## config.mk

```make
export PLATFORM = sky130hd
export DESIGN_NAME = bam_ctrl
export DESIGN_NICKNAME = d
export VERILOG_FILES = /design/src/hw/rtl/bam_pkg.sv /design/src/hw/rtl/bam_ctrl.sv
export SDC_FILE = /design/constraint.sdc
export NUM_CORES = 1
export LEC_CHECK = 0
export BUFFER_PORTS_ARGS = -buffer_cell sky130_fd_sc_hd__buf_2
export CORE_AREA = 2 2 39 41
export CTS_BUF_LIST = sky130_fd_sc_hd__clkbuf_16
export DETAILED_ROUTE_END_ITERATION = 7
export DIE_AREA = 0 0 41 43
export PLACE_DENSITY_LB_ADDON = 0.05
export SETUP_SLACK_MARGIN = 0.4
export SLEW_MARGIN = 20
export SYNTH_ARGS = -nofsm -noshare
export SYNTH_HDL_FRONTEND = slang
export SYNTH_SLANG_ARGS = --single-unit
```

## constraint.sdc

```tcl
create_clock -name clk_i -period 1.45 [get_ports clk_i]
set_clock_uncertainty 0.05 [all_clocks]
set_input_delay 0.0725 -clock clk_i [delete_from_list [all_inputs] [get_ports clk_i]]
set_output_delay 0.0725 -clock clk_i [all_outputs]
set_load 0.05 [all_outputs]
```

## src/hw/rtl/bam_pkg.sv

```systemverilog
// bam_pkg: shared types, codes and constants of the bitmap allocation map
// used by bam_ctrl, bam_datapath and bitmap_allocation_map; no dependencies
package bam_pkg;

  localparam int MAP_BITS_DEF  = 1024;
  localparam int WORD_BITS_DEF = 64;
  localparam int MAX_RUN       = 64;
  localparam int CFG_W         = 11;
  localparam int OP_W          = 3;
  localparam int IDX_W         = 10;
  localparam int LEN_W         = 7;
  localparam int STATUS_W      = 2;

  typedef enum logic [OP_W-1:0] {
    OP_SET        = 3'd0,
    OP_CLEAR      = 3'd1,
    OP_READ       = 3'd2,
    OP_FIND_CLEAR = 3'd3,
    OP_FIND_RUN   = 3'd4
  } op_e;

  typedef enum logic [STATUS_W-1:0] {
    STS_OK    = 2'd0,
    STS_NONE  = 2'd1,
    STS_RANGE = 2'd2
  } status_e;

  typedef enum logic [1:0] {
    KIND_BAD,
    KIND_BIT,
    KIND_SCAN
  } kind_e;

  typedef enum logic [2:0] {
    ST_IDLE,
    ST_ACCESS,
    ST_MODIFY,
    ST_SCAN,
    ST_DONE
  } state_e;

  typedef struct packed {
    logic [OP_W-1:0]  operation;
    logic [IDX_W-1:0] bit_index;
    logic [LEN_W-1:0] run_length;
  } in_t;

  typedef struct packed {
    logic [STATUS_W-1:0] status;
    logic                bit_value;
    logic [IDX_W-1:0]    position;
  } out_t;

  typedef struct packed {
    logic start;
    logic rd_bit;
    logic modify;
    logic scan;
    logic out_load;
  } cmd_t;

  typedef struct packed {
    kind_e kind;
    logic  scan_end;
  } sts_t;

endpackage

```

## src/hw/rtl/bam_ctrl.sv

```systemverilog
// bam_ctrl: sequencer of the bitmap allocation map and output valid flag
// depends on bam_pkg; drives commands to bam_datapath
module bam_ctrl (
  input  logic            clk_i,
  input  logic            rst_ni,
  input  logic            in_valid_i,
  output logic            in_stall_o,
  output logic            out_valid_o,
  input  logic            out_stall_i,
  input  bam_pkg::sts_t   sts_i,
  output bam_pkg::cmd_t   cmd_o
);

  bam_pkg::state_e state_q, state_d;
  logic            out_valid_q, out_valid_d;

  always_ff @(posedge clk_i or negedge rst_ni) begin
    if (!rst_ni) begin
      state_q     <= bam_pkg::ST_IDLE;
      out_valid_q <= 1'b0;
    end else begin
      state_q     <= state_d;
      out_valid_q <= out_valid_d;
    end
  end

  always_comb begin
    state_d = state_q;
    cmd_o   = '0;
    unique case (state_q)
      bam_pkg::ST_IDLE: begin
        if (in_valid_i) begin
          cmd_o.start = 1'b1;
          unique case (sts_i.kind)
            bam_pkg::KIND_BIT:  state_d = bam_pkg::ST_ACCESS;
            bam_pkg::KIND_SCAN: state_d = bam_pkg::ST_SCAN;
            default:            state_d = bam_pkg::ST_DONE;
          endcase
        end
      end
      bam_pkg::ST_ACCESS: begin
        cmd_o.rd_bit = 1'b1;
        state_d      = bam_pkg::ST_MODIFY;
      end
      bam_pkg::ST_MODIFY: begin
        cmd_o.modify = 1'b1;
        state_d      = bam_pkg::ST_DONE;
      end
      bam_pkg::ST_SCAN: begin
        cmd_o.scan = 1'b1;
        if (sts_i.scan_end) begin
          state_d = bam_pkg::ST_DONE;
        end
      end
      bam_pkg::ST_DONE: begin
        if (!out_valid_q || !out_stall_i) begin
          cmd_o.out_load = 1'b1;
          state_d        = bam_pkg::ST_IDLE;
        end
      end
      default: state_d = bam_pkg::ST_IDLE;
    endcase
  end

  always_comb begin
    out_valid_d = out_valid_q;
    if (cmd_o.out_load) begin
      out_valid_d = 1'b1;
    end else if (!out_stall_i) begin
      out_valid_d = 1'b0;
    end
  end

  assign in_stall_o  = (state_q != bam_pkg::ST_IDLE);
  assign out_valid_o = out_valid_q;

endmodule

```

======== Word-level counts from Yosys, hierarchy flattened ========
Index checks and enable logic that the tools add are counted.
storage, ports and cells
  input bits .............................. 7
  bits in registers ....................... 4
  output and inout port bits .............. 7
cells by class
  reductions and logical operators ........ 6
  multiplexer cells ....................... 14
  equality and inequality tests ........... 10
operator list
  cell                number
  $pmux 3 s5          1
  $mux 1              9
  $mux 3              3
  $eq 3x2->1 const B  2
  $ne 2x2->1 const B  3
  $pmux 3 s2          1
  $eq 3x1->1 const B  1
  $eq 3x3->1 const B  1
  $logic_not 3->1     1
  $reduce_and 3->1    1
  $reduce_bool 3->1   1
  $eq 2x1->1 const B  1
  $eq 2x2->1 const B  1
  $logic_not 1->1     2
  $ne 2x1->1 const B  1
  $logic_or 1x1->1    1

======== Logic depth before layout (Yosys ltp) ========
Gate-level depths: netlist of run 1.
  depth after elaboration ................. 5
  depth in mapped cells ................... 4
  mapped depth without buffers ............ 4

======== Worst setup path before layout of run 1 ========
OpenSTA, ideal clock, no wires.
  kind .................................... flip-flop to output port
  from .................................... register state_q[2]
  to ...................................... output port cmd_o[4] (netlist name)
  data required time ...................... 1.327 ns
  stages on the path, launching flop included .. 3
  setup slack ............................. -0.434 ns
  arrival ................................. 1.762 ns
  cells stage by stage .................... dfrtp_1 or3_1 nor2_1
RTL lines
  element                 line            RTL
  start, declared         bam_ctrl.sv:14  bam_pkg::state_e state_q, state_d;
  start signal, assigned  bam_ctrl.sv:19  state_q <= bam_pkg::ST_IDLE;
  start signal, assigned  bam_ctrl.sv:22  state_q <= state_d;
  end, declared           bam_ctrl.sv:11  output bam_pkg::cmd_t cmd_o

==> results of run 1 <==
## stage by stage
| step | power (W) | setup TNS, ns | setup WS (ns) | std cells | util, % |
|---|---|---|---|---|---|
| 2_1_floorplan | 0.000659 | 0 | 0.0966 | 25 | - |
| 3_3_place_gp | 0.000785 | 0 | 0.0958 | 55 | 26.2 |
| 5_1_grt | 0.00157 | -0.0272 | -0.0272 | 63 | 42.1 |
| 6_report | 0.00150 | -0.00317 | -0.00317 | 63 | 42.1 |
| 4_1_cts | 0.00143 | 0 | 0.000441 | 63 | 39.5 |
| 3_5_place_dp | 0.000786 | 0 | 0.0816 | 55 | 26.2 |
## registers in the layout, summed over array words and instances, names as in the netlist
| name | cells |
|---|---|
| out_valid_o | 1 |
| state_q | 3 |
## synthesized netlist by cell type, drive strengths merged
cell type	n	share of area (%)
and3b	2	7.1
nand2	2	3.1
o21ba	1	4.1
nor3b	2	6.1
dfrtp	4	41
nand3b	1	3.1
buf	1	3.1
inv	2	3.1
or3b	1	3.6
or4b	1	4.1
a21oi	3	6.1
nor2	1	1.5
o32ai	1	3.6
a21boi	1	3.1
ha	1	5.1
or3	1	2.6
## layout make-up
cell class                      instances  area (sq um)
Tap cell                               16          20.0
Clock inverter                          1          3.75
Multi-Input combinational cell         18           210
Timing Repair Buffer                   19           165
Clock buffer                            3          75.1
Inverter                                2          7.51
Sequential cell                         4           101
Fill cell                             138           801
## power groups by stage
stage | Sequential [W] | Clock (W) | Combinational, W
final | 0.000195 | 0.000430 | 0.000871
after global routing | 0.000204 | 0.000453 | 0.000914
after CTS | 0.000195 | 0.000440 | 0.000794
after detailed placement | 0.000210 | 0 | 0.000576
after global placement | 0.000211 | 0 | 0.000574
after floorplan | 0.000258 | 0 | 0.000401
## worst paths after layout
kind	slack, ns	end	cells after the start	startpoint
hold reg to reg	0.53	state_q[1]$_DFFE_PN0P_	1	state_q[2]$_DFFE_PN0P_
hold / removal	0.12	out_valid_o$_DFFE_PN0P_	3	out_stall_i
setup reg to reg	0.10	state_q[0]$_DFFE_PN0P_	3	state_q[1]$_DFFE_PN0P_
setup / recovery	-0.003	cmd_o[0]	3	state_q[1]$_DFFE_PN0P_
min in group asynchronous	0.14	state_q[0]$_DFFE_PN0P_	2	rst_ni
max in group asynchronous	1.08	state_q[1]$_DFFE_PN0P_	2	rst_ni
## routing by layer
layer	track usage, %	wire length [um]
met1	10.1	274
met2	14.7	408
met3	1.57	23
met4	8.00	0
met5	0	0
## kinds of logic (layout without fill, tap and decap cells)
kind of cell,Yosys count,after routing
and+or+nand+nor,11,11
DFF,4,4
adders and majority gates,1,1
buffers and inverters,3,25
AOI/OAI and AO/OA,6,6
## critical path, stage by stage, from the launching register on
cell and delay (ns):
dfrtp_2 0.40, or3b_4 0.40, a21oi_2 0.13, buf_6 0.17
## repair_timing
| action | in CTS | in global routing |
|---|---|---|
| pin swaps | 2 | 3 |
| hold buffers | 1 | 0 |
| gates resized for setup | 21 | 6 |
| endpoints found under the hold margin | 4 | 0 |
| setup endpoints to repair | 9 | 10 |
| buffers inserted | 3 | 0 |
==> results_dict.tcl, run 1 <==
set metrics [dict create \
    p_switching_w 0.000605 \
    setup_viol 1 \
    fin_area_sq_um 583 \
    rsz0062_at_grt "yes" \
    pwr-share-comb_pct 58.2 \
    synth_top_family_by_area "simple AND/OR/NAND/NOR gates" \
    vias 262 \
    end_kind "output port" \
    die_w_um 41 \
    seqPwrFrac_pct 13.1 \
    drv_cap 0 \
    cts_tree "built" \
    clockBufferDepth 2 \
    synth-simple-area-share_pct 31.1 \
    drv_slew 0 \
    drive_gt1_share_pct 72.3 \
    fin_ws_ns -0.00317 \
    place_congestion 0.659 \
    area_delta_synth_final_pct 138 \
    arrival_ns 1.33 \
    ctsHtreeMaxLevel 1 \
    hold_violations 0 \
    clock_latency_ns 0.22 \
    final_cell_mix "buf_2, buf_6" \
    num_rows 14 \
    peakVddDrop_v 0.000980 \
    path_class "flip-flop to output port" \
    fin_nets 56 \
    grt_use_total_pct 9.38 \
    worst_pin_slew_ns 0.260 \
    antennaDiodeCount 0 \
    p_int_w 0.000892 \
    finalCritPeriodShare_pct 100 \
    grt.overflow.total 0 \
    ys_seq_elements 4 \
    hp-class "input pin to flip-flop" \
    die_y_um 43 \
    place_area_sq_um 363 \
    initial_core_util_pct 17.7 \
    yosysSeqAreaShare_pct 40.8 \
    clkTransAtPathRegs_ns 0.03 \
    grt_pass1_vias 270 \
    grt_max_degree 9 \
    leakage_nw 0.272 \
    synthMuxAreaShare_pct 0 \
    synth_cell_types 16 \
    drt_pass1_iterations 2 \
    crit_path_start_kind "flip-flop" \
    drc 0 \
    clockRootBuffer "clkbuf_16" \
    synth_xor_xnor_area_share_pct 0 \
    synth_compound_area_share_pct 16.8 \
    ant_nets 0 \
    io_buffers 13 \
    syn_area_per_cell_sq_um 9.81 \
    fmax_mhz 688 \
    cts_sinks 4 \
    final.min_clock_period_ns 1.45 \
    status "finished, violations left" \
    routedWlPerCell_um 11.2 \
    grt_pass1_wl_um 1080 \
    clkPwrFrac_pct 28.7 \
    syn_area_sq_um 245 \
    holdWs_ns 0.125 \
    syn-num-nets 33 \
    routed_via_density 4.16 \
    ys_warn_count 0 \
    maxSlewHeadroom_pct 82.7 \
    switching_share_pct 40.4 \
    cts-buffers-inserted 3 \
    layout_commonest_cell "buf_2" \
    failed_checks "negative setup slack" \
    core_sq_um 1380 \
    drtIter0Drc 1 \
    synthAdderAreaFrac_pct 5.10 \
    syn_inst 25 \
    crit_fanout 3 \
    finalWirelength_um 705 \
    antenna_found_initial 0 \
    io_pins 14 \
    dieArea_sq_um 1760 \
    hpwl_um 485 \
    crit_required_ns 1.33 \
    power_density_nw_per_um2 2570 \
]
No activity file was read; power rests on OpenSTA's default activity.
==> run 2: changes to the inputs <==
==> constraint.sdc (replaced) <==
create_clock -name clk_i -period 1.4 [get_ports clk_i]
set_clock_uncertainty 0.05 [all_clocks]
set_input_delay 0.28 -clock clk_i [delete_from_list [all_inputs] [get_ports clk_i]]
set_output_delay 0.28 -clock clk_i [all_outputs]
set_load 0.05 [all_outputs]
==> run 2 against run 1 <==
The run still ends with negative setup slack left. Via count increased by 7.3%. Sequential share of layout area decreased by 1.0 points. Count of clock-buffer cells in the layout unchanged. Clock power increased by 2%. Register-to-register slack got worse by 0.12 ns. Largest cell class is now buffers.
==> results_dict.tcl, run 2 (synthesis results as in run 1) <==
set metrics [dict create \
    status "finished, violations left" \
    failed_checks "negative setup slack" \
    cts-buffers-inserted 3 \
    die_w_um 41 \
    reg2reg_depth 4 \
    initial_core_util_pct 17.7 \
    io_pins 14 \
    finalWirelength_um 702 \
    grt-busiest-layer "met2" \
    setup_tns_ns -1.39 \
    fmax_mhz 598 \
    power_density_nw_per_um2 2650 \
    drv_cap 0 \
    num_rows 14 \
    holdWs_ns 0.300 \
    clockBufferDepth 2 \
    utilization_pct 44.2 \
    area_delta_synth_final_pct 149 \
    crit_fanout 4 \
    antennaDiodeCount 0 \
    finalCritPeriodShare_pct 119 \
    routed_via_density 4.26 \
    drc 0 \
    top_register "state_q" \
    place_inst 58 \
    antenna_found_initial 0 \
    routedWlPerCell_um 10.6 \
    grt.overflow.total 0 \
    place_congestion 0.641 \
    path_class "flip-flop to output port" \
    vias 281 \
    leakage_nw 0.292 \
    core_sq_um 1380 \
    final.min_clock_period_ns 1.67 \
    ant_nets 0 \
    fin_nets 60 \
    grt_use_met2_pct 16.3 \
    crit_required_ns 1.07 \
    grt_max_degree 9 \
    grt_pass1_wl_um 1180 \
    drtIter0Drc 0 \
    worst_pin_slew_ns 0.203 \
    drive_gt1_share_pct 72.0 \
    clockRootBuffer "clkbuf_16" \
    arrival_ns 1.34 \
    rsz0062_at_grt "yes" \
    grt_use_met1_pct 11.0 \
    peakVddDrop_v 0.00120 \
    layout_commonest_cell "buf_6" \
    cts_sinks 4 \
    layoutNonFillerInstCount 66 \
    fin_ws_ns -0.272 \
    grtUsageMet3_pct 1.57 \
    grt_pass1_vias 297 \
    final_cell_mix "buf_6, buf_2, dfrtp_1, buf_4, clkbuf_16" \
    hp-class "input pin to flip-flop" \
    clock_latency_ns 0.22 \
    dieArea_sq_um 1760 \
    largest_reg_flops 3 \
    io_buffers 13 \
    clkTransAtPathRegs_ns 0.03 \
    grt_use_total_pct 10.2 \
    crit_path_start_kind "flip-flop" \
    cts_tree "built" \
    hpwl_um 505 \
    whs_path_depth 3 \
    setup_viol 7 \
    die_y_um 43 \
    maxSlewHeadroom_pct 86.5 \
    hold_violations 0 \
    drt_pass1_iterations 1 \
    ctsHtreeMaxLevel 1 \
    drv_slew 0 \
    fillers 145 \
    end_kind "output port" \
]
run 2: metal layers:
metal | vias to the layer above | share of wire (%)
met2 | 6 | 61
met1 | 135 | 35
li1 | 140 | -
met3 | 0 | 4.3
met4 | 0 | 0
met5 | - | 0
run 2: worst paths after layout:
path | slack [ns] | endpoint | startpoint
max | -0.27 | cmd_o[2] | state_q[2]$_DFFE_PN0P_
max reg2reg | -0.02 | state_q[0]$_DFFE_PN0P_ | state_q[0]$_DFFE_PN0P_
min reg2reg | 0.55 | out_valid_o$_DFFE_PN0P_ | out_valid_o$_DFFE_PN0P_
max in group asynchronous | 0.84 | state_q[2]$_DFFE_PN0P_ | rst_ni
min | 0.30 | out_valid_o$_DFFE_PN0P_ | out_stall_i
min in group asynchronous | 0.34 | out_valid_o$_DFFE_PN0P_ | rst_ni
run 2: critical path, stage by stage (launching register included):
cell     delay, ns
dfrtp_1       0.40
buf_6         0.13
buf_6         0.10
buf_6         0.11
nor3b_4       0.19
buf_6         0.18
run 2: layout make-up:
cell class	instances	area [sq um]	share of cell area, %
timing repair buffer	23	213	34.8
multi-input combinational	18	196	32.1
tap	16	20.0	3.27
inverter	2	7.51	1.23
clock buffer	3	75.1	12.3
sequential	4	100	16.4
run 2: power by group:
part,total (W),switching (W),internal (W)
Clock,0.000439,0.0000749,0.000364
Sequential,0.000205,0.0000441,0.000161
Combinational,0.000980,0.000501,0.000478
run 2: per-stage QoR:
step	setup WS [ns]	area [sq um]	power [W]
final	-0.272	612	0.00162
after global placement	-0.108	384	0.000869
after CTS	-0.271	579	0.00156
after detailed placement	-0.0942	384	0.000868
after floorplan	-0.161	269	0.000681
after global routing	-0.323	612	0.00171
run 2: repair_timing:
| action | 4_1_cts | 5_1_grt |
|---|---|---|
| endpoints found under the hold margin | 4 | 0 |
| gates cloned | 0 | 0 |
| pin swaps | 5 | 3 |
| setup endpoints to repair | 11 | 11 |
| hold buffers | 1 | 0 |
| gates resized for setup | 24 | 6 |
| buffers inserted | 3 | 1 |
==> run 3: changes to the inputs <==
--- a/config.mk
+++ b/config.mk
@@ -8,9 +8,10 @@
 export BUFFER_PORTS_ARGS = -buffer_cell sky130_fd_sc_hd__buf_2
 export CORE_AREA = 2 2 39 41
 export CTS_BUF_LIST = sky130_fd_sc_hd__clkbuf_16
+export CTS_CLUSTER_DIAMETER = 150
 export DETAILED_ROUTE_END_ITERATION = 7
 export DIE_AREA = 0 0 41 43
-export PLACE_DENSITY_LB_ADDON = 0.05
+export PLACE_DENSITY = 0.45
 export SETUP_SLACK_MARGIN = 0.4
 export SLEW_MARGIN = 20
 export SYNTH_ARGS = -nofsm -noshare
==> constraint.sdc (replaced) <==
create_clock -name clk_i -period 1.4 [get_ports clk_i]
set_clock_uncertainty 0.05 [all_clocks]
set_input_delay 0.21 -clock clk_i [delete_from_list [all_inputs] [get_ports clk_i]]
set_output_delay 0.21 -clock clk_i [all_outputs]
set_load 0.05 [all_outputs]
==> run 3 against run 2 <==
The run still ends with negative setup slack left. Global-route usage stayed put. Register-to-register slack worse by 0.15 ns. Final cell count is 3.0% higher.
==> results_dict.tcl, run 3 (synthesis results as in run 1) <==
set metrics [dict create \
    status "finished, violations left" \
    failed_checks "negative setup slack" \
    grt_use_total_pct 10.2 \
    grt_pass1_wl_um 1190 \
    finalCritPeriodShare_pct 115 \
    p_switching_w 0.000629 \
    initial_core_util_pct 17.7 \
    routedWlPerCell_um 10.8 \
    crit_path_start_kind "flip-flop" \
    wl_met1_um 322 \
    utilization_pct 44.2 \
    num_rows 14 \
    dr_wl_met2_um 359 \
    place_area_sq_um 377 \
    rsz0062_at_grt "yes" \
    clock_latency_ns 0.22 \
    power_density_nw_per_um2 2720 \
    leakage_nw 0.301 \
    grt_max_degree 7 \
    largest_reg_flops 3 \
    fin_nets 62 \
    drt_pass1_iterations 4 \
    ant_nets 0 \
    finalWirelength_um 735 \
    drv_cap 0 \
    antennaDiodeCount 0 \
    hpwl_um 445 \
    worst_pin_slew_ns 0.186 \
    total_power_w 0.00167 \
    final.min_clock_period_ns 1.61 \
    hold_violations 0 \
    crit_fanout 3 \
    peakVddDrop_v 0.00149 \
    dieArea_sq_um 1760 \
    die_w_um 41 \
    setup_tns_ns -1.25 \
    seqPwrFrac_pct 12.6 \
    core_sq_um 1380 \
    routed_via_density 4.29 \
    die_y_um 43 \
    io_pins 14 \
    fin_ws_ns -0.214 \
    p_int_w 0.00104 \
    io_buffers 13 \
    routed.top_layer "met3" \
    drtIter0Drc 3 \
    cts_sinks 4 \
    maxSlewHeadroom_pct 87.6 \
    final_cell_mix "buf_6, buf_2, dfrtp_1, buf_4, clkbuf_16" \
    cts-buffers-inserted 3 \
    path_class "flip-flop to output port" \
    top_register "state_q" \
    clockBufferDepth 2 \
    grt.overflow.total 0 \
    drc 0 \
    hp-class "input pin to flip-flop" \
    clockRootBuffer "clkbuf_16" \
    grt_pass1_vias 285 \
    end_kind "output port" \
    layout_commonest_cell "buf_6" \
    pwr-share-comb_pct 61.0 \
    fin_area_sq_um 612 \
    area_delta_synth_final_pct 149 \
    cts_tree "built" \
    clkPwrFrac_pct 26.4 \
    drive_gt1_share_pct 75.0 \
    place_congestion 0.648 \
    fmax_mhz 620 \
    antenna_found_initial 0 \
    switching_share_pct 37.7 \
    vias 292 \
    drv_slew 0 \
    ctsHtreeMaxLevel 1 \
    crit_required_ns 1.14 \
    setup_viol 9 \
    clkTransAtPathRegs_ns 0.03 \
    dr_wl_met3_um 53 \
    fillers 133 \
    arrival_ns 1.35 \
]
==> run 3: final cells by class <==
cell class	count	area, sq um	area share [%]
Sequential cell	4	100	16.4
Multi-Input combinational cell	18	178	29.0
Tap cell	16	20.0	3.27
Clock buffer	3	75.1	12.3
Inverter	2	7.51	1.23
Timing Repair Buffer	25	231	37.8
==> run 3: power by group through the flow <==
stage                     Clock, W  Sequential (W)  Combinational [W]
after floorplan                  0        0.000265           0.000415
after global placement           0        0.000211           0.000632
after detailed placement         0        0.000208           0.000632
after CTS                 0.000450        0.000210           0.000961
after global routing      0.000458        0.000216            0.00108
final                     0.000439        0.000210            0.00102
==> run 3: worst paths after layout <==
kind                                    startpoint                      end  slack (ns)  cells past startpoint
setup / recovery            state_q[1]$_DFFE_PN0P_                 cmd_o[4]       -0.21                      4
hold / removal                         out_stall_i  out_valid_o$_DFFE_PN0P_        0.22                      3
setup reg to reg            state_q[2]$_DFFE_PN0P_   state_q[2]$_DFFE_PN0P_       -0.17                      7
hold reg to reg            out_valid_o$_DFFE_PN0P_  out_valid_o$_DFFE_PN0P_        0.55                      2
max in group asynchronous                   rst_ni   state_q[1]$_DFFE_PN0P_        0.91                      2
min in group asynchronous                   rst_ni   state_q[0]$_DFFE_PN0P_        0.27                      2
==> run 3: layer usage <==
metal	track usage, %	vias to the layer above
met5	0	-
met4	8.00	0
met3	1.57	0
met2	12.8	12
met1	14.6	136
li1	-	144
==> run 3: timing repair <==
item | in CTS | in global routing
pin swaps | 2 | 1
gates resized for setup | 25 | 4
endpoints found under the setup margin | 11 | 11
endpoints found under the hold margin | 4 | 0
setup buffers | 6 | 1
hold buffers | 1 | 0
==> run 3: per-stage QoR <==
stage / worst slack (ns) / hold WS, ns / cells
CTS: -0.183 / 0.211 / 67
floorplan: -0.0909 / -0.136 / 25
global route: -0.249 / 0.248 / 68
global placement: -0.0564 / -0.0288 / 57
detailed placement: -0.0464 / -0.0280 / 57
finish: -0.214 / 0.222 / 68
==> run 3: critical path: stages (launching register included) <==
cell	delay, ns
dfrtp_1	0.39
buf_4	0.15
or3_4	0.35
nor2_4	0.10
buf_8	0.15
